## src/irpfd_pkg.sv

```systemverilog
package irpfd_pkg;

    localparam int FRAME_BYTES = 4;
    localparam int FRAME_BITS  = FRAME_BYTES * 8;
    localparam int BIT_CNT_W   = $clog2(FRAME_BITS);
    localparam int TICK_W      = 16;
    localparam int CFG_W       = 16;
    localparam int REG_IDX_W   = 3;
    localparam int BYTE_W      = 8;
    localparam int OUT_BYTES   = 4;

    localparam logic [BIT_CNT_W-1:0] LAST_BIT = BIT_CNT_W'(FRAME_BITS - 1);

    typedef enum logic [1:0] {
        ST_IDLE  = 2'd0,
        ST_BUSY  = 2'd1,
        ST_DONE  = 2'd2,
        ST_ERROR = 2'd3
    } t_status;

    localparam logic [REG_IDX_W-1:0] REG_LEADER_LOW_MIN  = 3'd0;
    localparam logic [REG_IDX_W-1:0] REG_LEADER_LOW_MAX  = 3'd1;
    localparam logic [REG_IDX_W-1:0] REG_LEADER_HIGH_MIN = 3'd2;
    localparam logic [REG_IDX_W-1:0] REG_LEADER_HIGH_MAX = 3'd3;
    localparam logic [REG_IDX_W-1:0] REG_BURST_MIN       = 3'd4;
    localparam logic [REG_IDX_W-1:0] REG_BURST_MAX       = 3'd5;
    localparam logic [REG_IDX_W-1:0] REG_ONE_SPACE_MIN   = 3'd6;
    localparam logic [REG_IDX_W-1:0] REG_ONE_SPACE_MAX   = 3'd7;

    typedef struct packed {
        logic [CFG_W-1:0] leader_low_min;
        logic [CFG_W-1:0] leader_low_max;
        logic [CFG_W-1:0] leader_high_min;
        logic [CFG_W-1:0] leader_high_max;
        logic [CFG_W-1:0] burst_min;
        logic [CFG_W-1:0] burst_max;
        logic [CFG_W-1:0] one_space_min;
        logic [CFG_W-1:0] one_space_max;
    } t_cfg;

    localparam t_cfg CFG_RESET = '{
        leader_low_min:  16'd23500,
        leader_low_max:  16'd26265,
        leader_high_min: 16'd11059,
        leader_high_max: 16'd13824,
        burst_min:       16'd940,
        burst_max:       16'd2157,
        one_space_min:   16'd4037,
        one_space_max:   16'd5253
    };

    typedef struct packed {
        logic level;
        logic lead_low_ok;
        logic lead_high_ok;
        logic burst_ok;
        logic zero_ok;
        logic one_ok;
    } t_cls;

    typedef struct packed {
        t_status                          status;
        logic [OUT_BYTES-1:0][BYTE_W-1:0] code;
    } t_result;

endpackage

```

## src/ir_pulse_frame_decoder_core.sv

```systemverilog
// Infrared pulse frame decoder for NEC-style remote control frames.
// Each input transaction carries one measured line interval: its level
// (i_line_level) and its length in timer ticks (i_interval_ticks). An input
// transaction completes on a rising edge with push high and full low.
// Every input transaction yields exactly one result transaction: a status
// (idle, frame in progress, frame complete, error) and the four code bytes
// as they stand after that interval. A result waits on the output ports
// while empty is low and is taken on an edge with pop high.
// The front classifies each interval against the timing windows and puts
// it into a two-entry queue; the back runs the frame state machine and
// writes its results into a two-entry result queue. The block takes one
// interval per cycle as long as results are popped at the same rate.
// When pop stays low, both queues fill and full rises after four pending
// transactions. The user must write timing windows through i_cfg_we,
// i_cfg_addr and i_cfg_wdata only while the block is idle; the block
// itself does not enforce this. Synchronous reset loads the default
// windows, clears the code bytes and empties both queues.
module ir_pulse_frame_decoder_core
    import irpfd_pkg::*;
(
    input  logic                 i_clk,
    input  logic                 i_rst_n,
    input  logic                 i_cfg_we,
    input  logic [REG_IDX_W-1:0] i_cfg_addr,
    input  logic [CFG_W-1:0]     i_cfg_wdata,
    input  logic                 push,
    output logic                 full,
    input  logic                 i_line_level,
    input  logic [TICK_W-1:0]    i_interval_ticks,
    output logic                 empty,
    input  logic                 pop,
    output logic [1:0]           o_status,
    output logic [BYTE_W-1:0]    o_code_byte0,
    output logic [BYTE_W-1:0]    o_code_byte1,
    output logic [BYTE_W-1:0]    o_code_byte2,
    output logic [BYTE_W-1:0]    o_code_byte3
);

    logic    w_cls_valid;
    t_cls    w_cls;
    logic    w_cls_take;
    t_result w_result;

    irpfd_front u_front (
        .i_clk            (i_clk),
        .i_rst_n          (i_rst_n),
        .i_cfg_we         (i_cfg_we),
        .i_cfg_addr       (i_cfg_addr),
        .i_cfg_wdata      (i_cfg_wdata),
        .push             (push),
        .full             (full),
        .i_line_level     (i_line_level),
        .i_interval_ticks (i_interval_ticks),
        .o_cls_valid      (w_cls_valid),
        .o_cls            (w_cls),
        .i_cls_take       (w_cls_take)
    );

    irpfd_back u_back (
        .i_clk       (i_clk),
        .i_rst_n     (i_rst_n),
        .i_cls_valid (w_cls_valid),
        .i_cls       (w_cls),
        .o_cls_take  (w_cls_take),
        .empty       (empty),
        .pop         (pop),
        .o_result    (w_result)
    );

    assign o_status     = w_result.status;
    assign o_code_byte0 = w_result.code[0];
    assign o_code_byte1 = w_result.code[1];
    assign o_code_byte2 = w_result.code[2];
    assign o_code_byte3 = w_result.code[3];

endmodule

```

## src/irpfd_front.sv

```systemverilog
module irpfd_front
    import irpfd_pkg::*;
(
    input  logic                 i_clk,
    input  logic                 i_rst_n,
    input  logic                 i_cfg_we,
    input  logic [REG_IDX_W-1:0] i_cfg_addr,
    input  logic [CFG_W-1:0]     i_cfg_wdata,
    input  logic                 push,
    output logic                 full,
    input  logic                 i_line_level,
    input  logic [TICK_W-1:0]    i_interval_ticks,
    output logic                 o_cls_valid,
    output t_cls                 o_cls,
    input  logic                 i_cls_take
);

    t_cfg       r_cfg;
    t_cls       r_q [2];
    logic       r_wr_ptr;
    logic       r_rd_ptr;
    logic [1:0] r_count;
    logic [1:0] n_count;
    t_cls       n_cls;
    logic       w_push_ok;

    always_comb begin
        n_cls.level        = i_line_level;
        n_cls.lead_low_ok  = (i_interval_ticks >= r_cfg.leader_low_min) &&
                             (i_interval_ticks <= r_cfg.leader_low_max);
        n_cls.lead_high_ok = (i_interval_ticks >= r_cfg.leader_high_min) &&
                             (i_interval_ticks <= r_cfg.leader_high_max);
        n_cls.burst_ok     = (i_interval_ticks >= r_cfg.burst_min) &&
                             (i_interval_ticks <= r_cfg.burst_max);
        n_cls.zero_ok      = (i_interval_ticks > r_cfg.burst_min) &&
                             (i_interval_ticks < r_cfg.burst_max);
        n_cls.one_ok       = (i_interval_ticks > r_cfg.one_space_min) &&
                             (i_interval_ticks < r_cfg.one_space_max);
    end

    assign full        = (r_count == 2'd2);
    assign w_push_ok   = push && !full;
    assign o_cls_valid = (r_count != 2'd0);
    assign o_cls       = r_q[r_rd_ptr];
    assign n_count     = r_count + {1'b0, w_push_ok} - {1'b0, i_cls_take};

    always_ff @(posedge i_clk) begin
        if (!i_rst_n) begin
            r_cfg    <= CFG_RESET;
            r_wr_ptr <= 1'b0;
            r_rd_ptr <= 1'b0;
            r_count  <= 2'd0;
        end else begin
            if (i_cfg_we) begin
                case (i_cfg_addr)
                    REG_LEADER_LOW_MIN:  r_cfg.leader_low_min  <= i_cfg_wdata;
                    REG_LEADER_LOW_MAX:  r_cfg.leader_low_max  <= i_cfg_wdata;
                    REG_LEADER_HIGH_MIN: r_cfg.leader_high_min <= i_cfg_wdata;
                    REG_LEADER_HIGH_MAX: r_cfg.leader_high_max <= i_cfg_wdata;
                    REG_BURST_MIN:       r_cfg.burst_min       <= i_cfg_wdata;
                    REG_BURST_MAX:       r_cfg.burst_max       <= i_cfg_wdata;
                    REG_ONE_SPACE_MIN:   r_cfg.one_space_min   <= i_cfg_wdata;
                    REG_ONE_SPACE_MAX:   r_cfg.one_space_max   <= i_cfg_wdata;
                    default: ;
                endcase
            end
            if (w_push_ok) begin
                r_wr_ptr <= ~r_wr_ptr;
            end
            if (i_cls_take) begin
                r_rd_ptr <= ~r_rd_ptr;
            end
            r_count <= n_count;
        end
    end

    always_ff @(posedge i_clk) begin
        if (w_push_ok) begin
            r_q[r_wr_ptr] <= n_cls;
        end
    end

    a_take_needs_entry: assert property (@(posedge i_clk) disable iff (!i_rst_n)
        i_cls_take |-> o_cls_valid)
        else $error("Classified item taken from an empty queue.");

    a_count_bound: assert property (@(posedge i_clk) disable iff (!i_rst_n)
        r_count <= 2'd2)
        else $error("Classified queue count out of range.");

endmodule

```

## src/irpfd_back.sv

```systemverilog
module irpfd_back
    import irpfd_pkg::*;
(
    input  logic                 i_clk,
    input  logic                 i_rst_n,
    input  logic                 i_cls_valid,
    input  t_cls                 i_cls,
    output logic                 o_cls_take,
    output logic                 empty,
    input  logic                 pop,
    output t_result              o_result
);

    typedef enum logic [3:0] {
        S_IDLE      = 4'b0001,
        S_LEAD_HIGH = 4'b0010,
        S_BURST     = 4'b0100,
        S_SPACE     = 4'b1000
    } t_state;

    t_state                r_state;
    t_state                n_state;
    logic [BIT_CNT_W-1:0]  r_bit_cnt;
    logic [BIT_CNT_W-1:0]  n_bit_cnt;
    logic [BYTE_W-1:0]     r_shift;
    logic [BYTE_W-1:0]     n_shift;
    logic [BYTE_W-1:0]     r_store [FRAME_BYTES];
    logic [BYTE_W-1:0]     n_store [FRAME_BYTES];
    t_status               n_status;
    t_result               n_result;
    t_result               r_oq [2];
    logic                  r_wr_ptr;
    logic                  r_rd_ptr;
    logic [1:0]            r_ocount;
    logic [1:0]            n_ocount;
    logic                  w_pop_ok;
    logic                  w_room;
    logic [BIT_CNT_W-1:0]  w_byte_idx;

    assign w_pop_ok   = pop && !empty;
    assign w_room     = (r_ocount != 2'd2) || w_pop_ok;
    assign o_cls_take = i_cls_valid && w_room;
    assign w_byte_idx = r_bit_cnt >> 3;

    always_comb begin
        n_state   = r_state;
        n_bit_cnt = r_bit_cnt;
        n_shift   = r_shift;
        n_status  = ST_BUSY;
        for (int j = 0; j < FRAME_BYTES; j++) begin
            n_store[j] = r_store[j];
        end
        case (r_state)
            S_IDLE: begin
                if (i_cls.level) begin
                    n_status = ST_IDLE;
                end else if (i_cls.lead_low_ok) begin
                    n_state = S_LEAD_HIGH;
                end else begin
                    n_status = ST_ERROR;
                end
            end
            S_LEAD_HIGH: begin
                if (i_cls.level && i_cls.lead_high_ok) begin
                    n_state   = S_BURST;
                    n_bit_cnt = '0;
                end else begin
                    n_status = ST_ERROR;
                    n_state  = S_IDLE;
                end
            end
            S_BURST: begin
                if (!i_cls.level && i_cls.burst_ok) begin
                    n_state = S_SPACE;
                end else begin
                    n_status = ST_ERROR;
                    n_state  = S_IDLE;
                end
            end
            S_SPACE: begin
                if (i_cls.level && (i_cls.zero_ok || i_cls.one_ok)) begin
                    n_shift = {~i_cls.zero_ok, r_shift[BYTE_W-1:1]};
                    if (r_bit_cnt[2:0] == 3'd7) begin
                        for (int j = 0; j < FRAME_BYTES; j++) begin
                            if (w_byte_idx == BIT_CNT_W'(j)) begin
                                n_store[j] = n_shift;
                            end
                        end
                    end
                    if (r_bit_cnt == LAST_BIT) begin
                        n_status = ST_DONE;
                        n_state  = S_IDLE;
                    end else begin
                        n_state   = S_BURST;
                        n_bit_cnt = r_bit_cnt + BIT_CNT_W'(1);
                    end
                end else begin
                    n_status = ST_ERROR;
                    n_state  = S_IDLE;
                end
            end
            default: begin
                n_status = ST_ERROR;
                n_state  = S_IDLE;
            end
        endcase
    end

    assign n_result.status = n_status;

    for (genvar g = 0; g < OUT_BYTES; g++) begin : g_code
        if (g < FRAME_BYTES) begin : g_used
            assign n_result.code[g] = n_store[g];
        end else begin : g_unused
            assign n_result.code[g] = '0;
        end
    end

    assign empty    = (r_ocount == 2'd0);
    assign o_result = r_oq[r_rd_ptr];
    assign n_ocount = r_ocount + {1'b0, o_cls_take} - {1'b0, w_pop_ok};

    always_ff @(posedge i_clk) begin
        if (!i_rst_n) begin
            r_state   <= S_IDLE;
            r_bit_cnt <= '0;
            r_shift   <= '0;
            for (int j = 0; j < FRAME_BYTES; j++) begin
                r_store[j] <= '0;
            end
            r_wr_ptr  <= 1'b0;
            r_rd_ptr  <= 1'b0;
            r_ocount  <= 2'd0;
        end else begin
            if (o_cls_take) begin
                r_state   <= n_state;
                r_bit_cnt <= n_bit_cnt;
                r_shift   <= n_shift;
                for (int j = 0; j < FRAME_BYTES; j++) begin
                    r_store[j] <= n_store[j];
                end
                r_wr_ptr  <= ~r_wr_ptr;
            end
            if (w_pop_ok) begin
                r_rd_ptr <= ~r_rd_ptr;
            end
            r_ocount <= n_ocount;
        end
    end

    always_ff @(posedge i_clk) begin
        if (o_cls_take) begin
            r_oq[r_wr_ptr] <= n_result;
        end
    end

    a_bit_cnt_bound: assert property (@(posedge i_clk) disable iff (!i_rst_n)
        r_bit_cnt <= LAST_BIT)
        else $error("Bit counter ran past the last frame bit.");

    a_done_on_last_bit: assert property (@(posedge i_clk) disable iff (!i_rst_n)
        (o_cls_take && (n_status == ST_DONE)) |-> ((r_state == S_SPACE) &&
        (r_bit_cnt == LAST_BIT)))
        else $error("Frame completed before its last bit.");

    a_ocount_bound: assert property (@(posedge i_clk) disable iff (!i_rst_n)
        r_ocount <= 2'd2)
        else $error("Result queue count out of range.");

endmodule

```

## config.mk

```make
export PLATFORM = sky130hd
export DESIGN_NAME = ir_pulse_frame_decoder_core
export DESIGN_NICKNAME = d
export VERILOG_FILES = /design/src/irpfd_pkg.sv /design/src/ir_pulse_frame_decoder_core.sv /design/src/irpfd_front.sv /design/src/irpfd_back.sv
export SDC_FILE = /design/constraint.sdc
export NUM_CORES = 1
export LEC_CHECK = 0
export BUFFER_PORTS_ARGS = -buffer_cell sky130_fd_sc_hd__buf_2
export CORE_MARGIN = 2
export CORE_UTILIZATION = 55
export DETAILED_ROUTE_END_ITERATION = 8
export GPL_TIMING_DRIVEN = 0
export MAX_ROUTING_LAYER = met4
export PLACE_DENSITY = 0.75
export REMOVE_ABC_BUFFERS = 1
export SETUP_SLACK_MARGIN = 0.1
export SLEW_MARGIN = 10
export SYNTH_ARGS = -nofsm -noshare
export SYNTH_HDL_FRONTEND = slang
export SYNTH_SLANG_ARGS = --single-unit
export TNS_END_PERCENT = 100
```

## constraint.sdc

```tcl
create_clock -name i_clk -period 3.09 [get_ports i_clk]
set_input_delay 0.927 -clock i_clk [delete_from_list [all_inputs] [get_ports i_clk]]
set_output_delay 0.927 -clock i_clk [all_outputs]
set_load 0.01 [all_outputs]
```

# After elaboration in Yosys (flattened, before gate mapping)

Memory sizes are Yosys's and may differ from the RTL's. A register that Yosys moved wholly into a read port is not among the register bits.
Cells that the tools add are included.

Multiplexer cells: 40
Bitwise operators: 9
Reduce and logical (&&, ||, !) cells: 32
$lt $le $gt $ge: 10
Equal/unequal tests: 23
Add/subtract/negate cells: 5

Operator list:

| kind                                                  | number |
|---|---|
| 2-to-1 mux 32 bit                                     | 3 |
| 2-to-1 mux 8 bit                                      | 8 |
| greater-or-equal comparator 16 bit                    | 3 |
| less-or-equal comparator 16 bit                       | 3 |
| > comparator 16 bit                                   | 2 |
| < comparator 16 bit                                   | 2 |
| one-hot mux 4 bit (4 select lines)                    | 1 |
| AND reduction 2 bit                                   | 8 |
| equality test 3 bit, second input constant            | 5 |
| 2-to-1 mux 5 bit                                      | 3 |
| 2-to-1 mux 2 bit                                      | 6 |
| 2-to-1 mux 4 bit                                      | 3 |
| logical AND 1 bit                                     | 11 |
| 2-to-1 mux 1 bit                                      | 11 |
| one-hot mux 5 bit (2 select lines)                    | 1 |
| 2-to-1 mux 3 bit                                      | 3 |
| one-hot mux 2 bit (4 select lines)                    | 1 |
| equality test 2 bit, second input constant            | 3 |
| equality test 3 x 2 -> 1 bit, second input constant   | 2 |
| inequality test 2 x 1 -> 1 bit, second input constant | 3 |
| inequality test 2 bit, second input constant          | 3 |
| AND reduction 3 bit                                   | 2 |
| adder 5 x 1 -> 5 bit, second input constant           | 1 |
| equality test 5 bit, second input constant            | 1 |
| other kinds (17)                                      | 30 |

Flip-flop bits (word level): 153
Input bits: 41
Output and inout bits: 36
Memories kept: 3
RAM bits: 112

Memories:

| name           | words | bits a word | read ports | clocked after memory_dff | write ports | line              | RTL |
|---|---|---|---|---|---|---|---|
| u_back.r_oq    | 2     | 34          | 1          | 1                        | 1           | irpfd_back.sv:31  | `t_result r_oq [2];` |
| u_back.r_store | 4     | 8           | 4          | 0                        | 4           | irpfd_back.sv:27  | `logic [BYTE_W-1:0] r_store [FRAME_BYTES];` |
| u_front.r_q    | 2     | 6           | 1          | 1                        | 1           | irpfd_front.sv:19 | `t_cls r_q [2];` |

# Logic depth before layout (Yosys ltp)

Word-level depth: 9
Gate-level depth with buffers: 9
Depth with buffers taken out: 9

# By module

From an unflattened synthesis, not the netlist that was laid out.

Cells, all modules: 1,374
Area total of the unflattened synthesis: 13,735.7 um^2

Modules (own cells, without submodules):

| module      | area an instance (um^2) | instances | cells each | sequential area each (um^2) |
|---|---|---|---|---|
| irpfd_front | 8,525.7                 | 1         | 1,019      | 3,022.9 |
| irpfd_back  | 5,210.0                 | 1         | 355        | 3,423.3 |

# Least setup slack after synthesis

Ideal clock, no wire load.

Kind: input port to flip-flop
Start: input pop
End: memory u_back.r_oq[0][0] (netlist name), enable pin
Setup slack: 130 ps
Path buffers: 0
Arrival time: 2,534 ps
Library setup time: 425 ps
Data required time: 2,665 ps
Stages: 2
Path through: o32ai_2 nor2_1

Word-level cells in the longest chain between the ends: 5

Ends and longest elaborated chain:

| element                                | line                              | RTL |
|---|---|---|
| start: declaration                     | ir_pulse_frame_decoder_core.sv:31 | `input logic pop,` |
| logical AND 1 bit                      | irpfd_back.sv:40                  | `assign w_pop_ok = pop && !empty;` |
| logical OR 1 bit                       | irpfd_back.sv:41                  | `assign w_room = (r_ocount != 2'd2) \|\| w_pop_ok;` |
| logical AND 1 bit                      | irpfd_back.sv:42                  | `assign o_cls_take = i_cls_valid && w_room;` |
| 2-to-1 mux 1 bit                       | irpfd_back.sv:152                 | `if (o_cls_take) begin` |
| 2-to-1 mux 1 bit (not written as such) | irpfd_back.sv:153                 | `r_oq[r_wr_ptr] <= n_result;` |
| end: declaration                       | irpfd_back.sv:31                  |  |

No other way between the ends.

==> results.yml <==
yosys:
  ys_seq_area_share_pct: 46.76
  ys_ff_latch: 266
  synth_ff_type: "dfxtp_1"
  netlist_area_um2: 13790
  synth-async-reset-ratio_pct: 0
  synth_edf_count: 112
  ys_types: 61
  syn-instance-count: 1397
  synth_area_per_cell_um2: 9.869
  yosysTopAreaCell: "edfxtp_1"
  synth_area_leaders: "edfxtp_1, dfxtp_1, ha_1"
  synthDominantCellAreaShare_pct: 24.39
  synth_warnings: 0
grt:
  grt_max_degree: 58
  track_usage_pct: 24.01
  antenna_found_initial: 0
  grt_pass1_vias: 9834
  grt-ovfl-total: 0
  grt_pass1_wl_mm: 49.31
timing:
  final.period_utilization_pct: 95.96
  slew_violations: 0
  slew_headroom_pct: 34.86
  skew_ns: 0.007924
  rsz0062_at_grt: "false"
  worst_pin_slew_ns: 0.9772
  setup_violations: 0
  clock.fmax_mhz: 337.2
  layout_min_cycle_time_ns: 2.965
  fin_hold_ws_ns: 0.4545
  finalSetupTns_ns: 0
  hold_viol: 0
  setup_slack_ns: 0.1247
critical_path:
  criticalPathCategory: "in2reg"
  critical_path.startpoint: "i_interval_ticks[14]"
  cp.required_ns: 3.42
  start_kind: "input pin"
  critPathArrivalTime_ns: 3.29
  r2r_start: "u_front.r_cfg[46]"
  endpoint_kind: "register"
  crit_path_max_fanout: 8
layout:
  diodes: 0
  layout-drive-gt1-share_pct: 15.46
  fillCellCount: 1964
  seq_area_um2: 6450
  layoutNonFillerInstCount: 1786
  final_cell_mix: "nand2_1, dfxtp_1, inv_1"
  multi_input_area_um2: 6502
  final_core_util_pct: 62.78
  synthToLayoutAreaGrowth_pct: 11.40
  final_common_cell: "nand2_1"
  final_nets: 1616
  fin_area_um2: 15360
pwr:
  pwr-share-comb_pct: 21.8
  p_int_mw: 7.583
  p_seq_share_pct: 45.5
  power_density_nw_per_um2: 687.4
  switching_share_pct: 28.17
  p_sw_mw: 2.974
  power.leakage_nw: 6.299
  clkPwrFrac_pct: 32.7
  finalPower_mw: 10.56
  irDropWorstVdd_uv: 446.7
floorplanning:
  row_count: 57
  start_util_pct: 56.36
  die_w_um: 162.3
  dieArea_um2: 26350
  core-area_um2: 24460
  ioPinCount: 77
  die_h_um: 162.3
clock_network:
  clk_latency_ns: 0.54
  clockBufferDepth: 3
  cts_made_buffers: 28
  h-tree-depth: 1
  cts_tree: "done"
  ctsHoldBuffers: 0
  numClockSinks: 266
  clk_pin_slew_worst_paths_ns: 0.06
  cts-root-buf: "clkbuf_16"
hold_path:
  hp-start: "u_front.r_cfg[71]"
  hold_path.class: "reg2reg"
placement:
  place_area_um2: 14400
  placed_cells: 1735
  portBuffers: 76
  gp_congestion: 0.9226
  post-place-ws_ns: -0.2786
  hpwlAfterDp_mm: 20.84
detailed_routing:
  routedWlPerCell_um: 17.08
  wirelength_mm: 30.51
  antenna_left: 0
  via_count: 10150
  drc_errors: 0
  viasPerCell: 5.680
  drt_iter0_markers: 560
  dr.pass1.iters: 5
run_status:
  status: "completed"
flow_run:
  maxCapViolCount: 0
[cells by family after synthesis]
logic type / Yosys count / synth area share, %
and+or+nand+nor: 428 / 13.93
adders and majority gates: 134 / 12.16
AOI/OAI and AO/OA: 242 / 11.39
DFF: 266 / 46.76
buffers and inverters: 208 / 6.489
xor gates and xnor gates: 9 / 0.5717
muxes: 110 / 8.703
[timing repair]
| action | 4_1_cts | 5_1_grt |
|---|---|---|
| setup buffers | 0 | 0 |
| endpoints found under the setup margin | 0 | 2 |
| resized for setup | 0 | 1 |
[synthesized netlist by cell type (4+ instances only)]
cell	instances
a21boi_0	22
a2111oi_0	4
a21o_1	17
nand3_1	25
xor2_1	4
o21ai_0	19
or3_1	7
a211oi_1	10
mux2i_1	43
clkbuf_2	4
o211ai_1	54
nor2_1	37
clkbuf_1	47
ha_1	134
dfxtp_1	154
xnor2_1	5
nand2b_1	8
nand2_1	274
buf_4	12
edfxtp_1	112
and2_1	5
inv_1	137
a21oi_1	96
buf_6	4
nand4_1	26
nor2b_1	10
mux2_2	63
mux2_4	4
nor3_1	10
[cell type report]
cell class | instances | share of cell area [%]
Timing Repair Buffer | 84 | 3.454
Tap cell | 324 | 2.640
Clock inverter | 20 | 1.344
Multi-Input combinational cell | 923 | 42.34
Sequential cell | 266 | 42.00
Inverter | 138 | 3.389
Clock buffer | 31 | 4.839
[metal layers]
| layer | up-vias | routed length (um) | GRT usage (%) |
|---|---|---|---|
| li1 | 4958 | - | - |
| met1 | 4871 | 13120 | 30.13 |
| met2 | 258 | 14940 | 40.12 |
| met3 | 58 | 1490 | 2.860 |
| met4 | 0 | 955 | 8.930 |
| met5 | - | 0 | - |
[critical path, cell delays in order]
cell and delay, ns:
buf_2 0.25, ha_1 0.31, nand4_1 0.26, nor2_1 0.16
a221oi_1 0.54, or3b_2 0.52, nor3b_1 0.32
[state kept, by name, summed over array words and instances, names as in the netlist, named ones only]
| name | count |
|---|---|
| u_back.r_bit_cnt | 5 |
| u_back.r_ocount | 2 |
| u_back.r_oq | 68 |
| u_back.r_rd_ptr | 1 |
| u_back.r_shift | 7 |
| u_back.r_state | 4 |
| u_back.r_store | 32 |
| u_back.r_wr_ptr | 1 |
| u_front.r_cfg | 128 |
| u_front.r_count | 2 |
| u_front.r_q | 12 |
| u_front.r_rd_ptr | 1 |
| u_front.r_wr_ptr | 1 |
[power groups by stage]
stage               sequential, mW  combinational, mW  clock, mW
floorplan                     4.79               1.51          0
global placement              4.86               2.17          0
detailed placement            4.88               2.31          0
CTS                           4.81               2.33       3.49
global route                  4.88               2.57       3.64
finish                        4.81               2.30       3.45
[final timing paths]
check,to,slack [ns],depth (start not counted)
max,u_front.r_q[0][1],0.12,7
min,u_front.r_cfg[71],0.45,2
max reg2reg,u_front.r_q[0][1],0.37,7
min reg2reg,u_front.r_cfg[71],0.45,2
No activity file was read; power rests on OpenSTA's default activity.
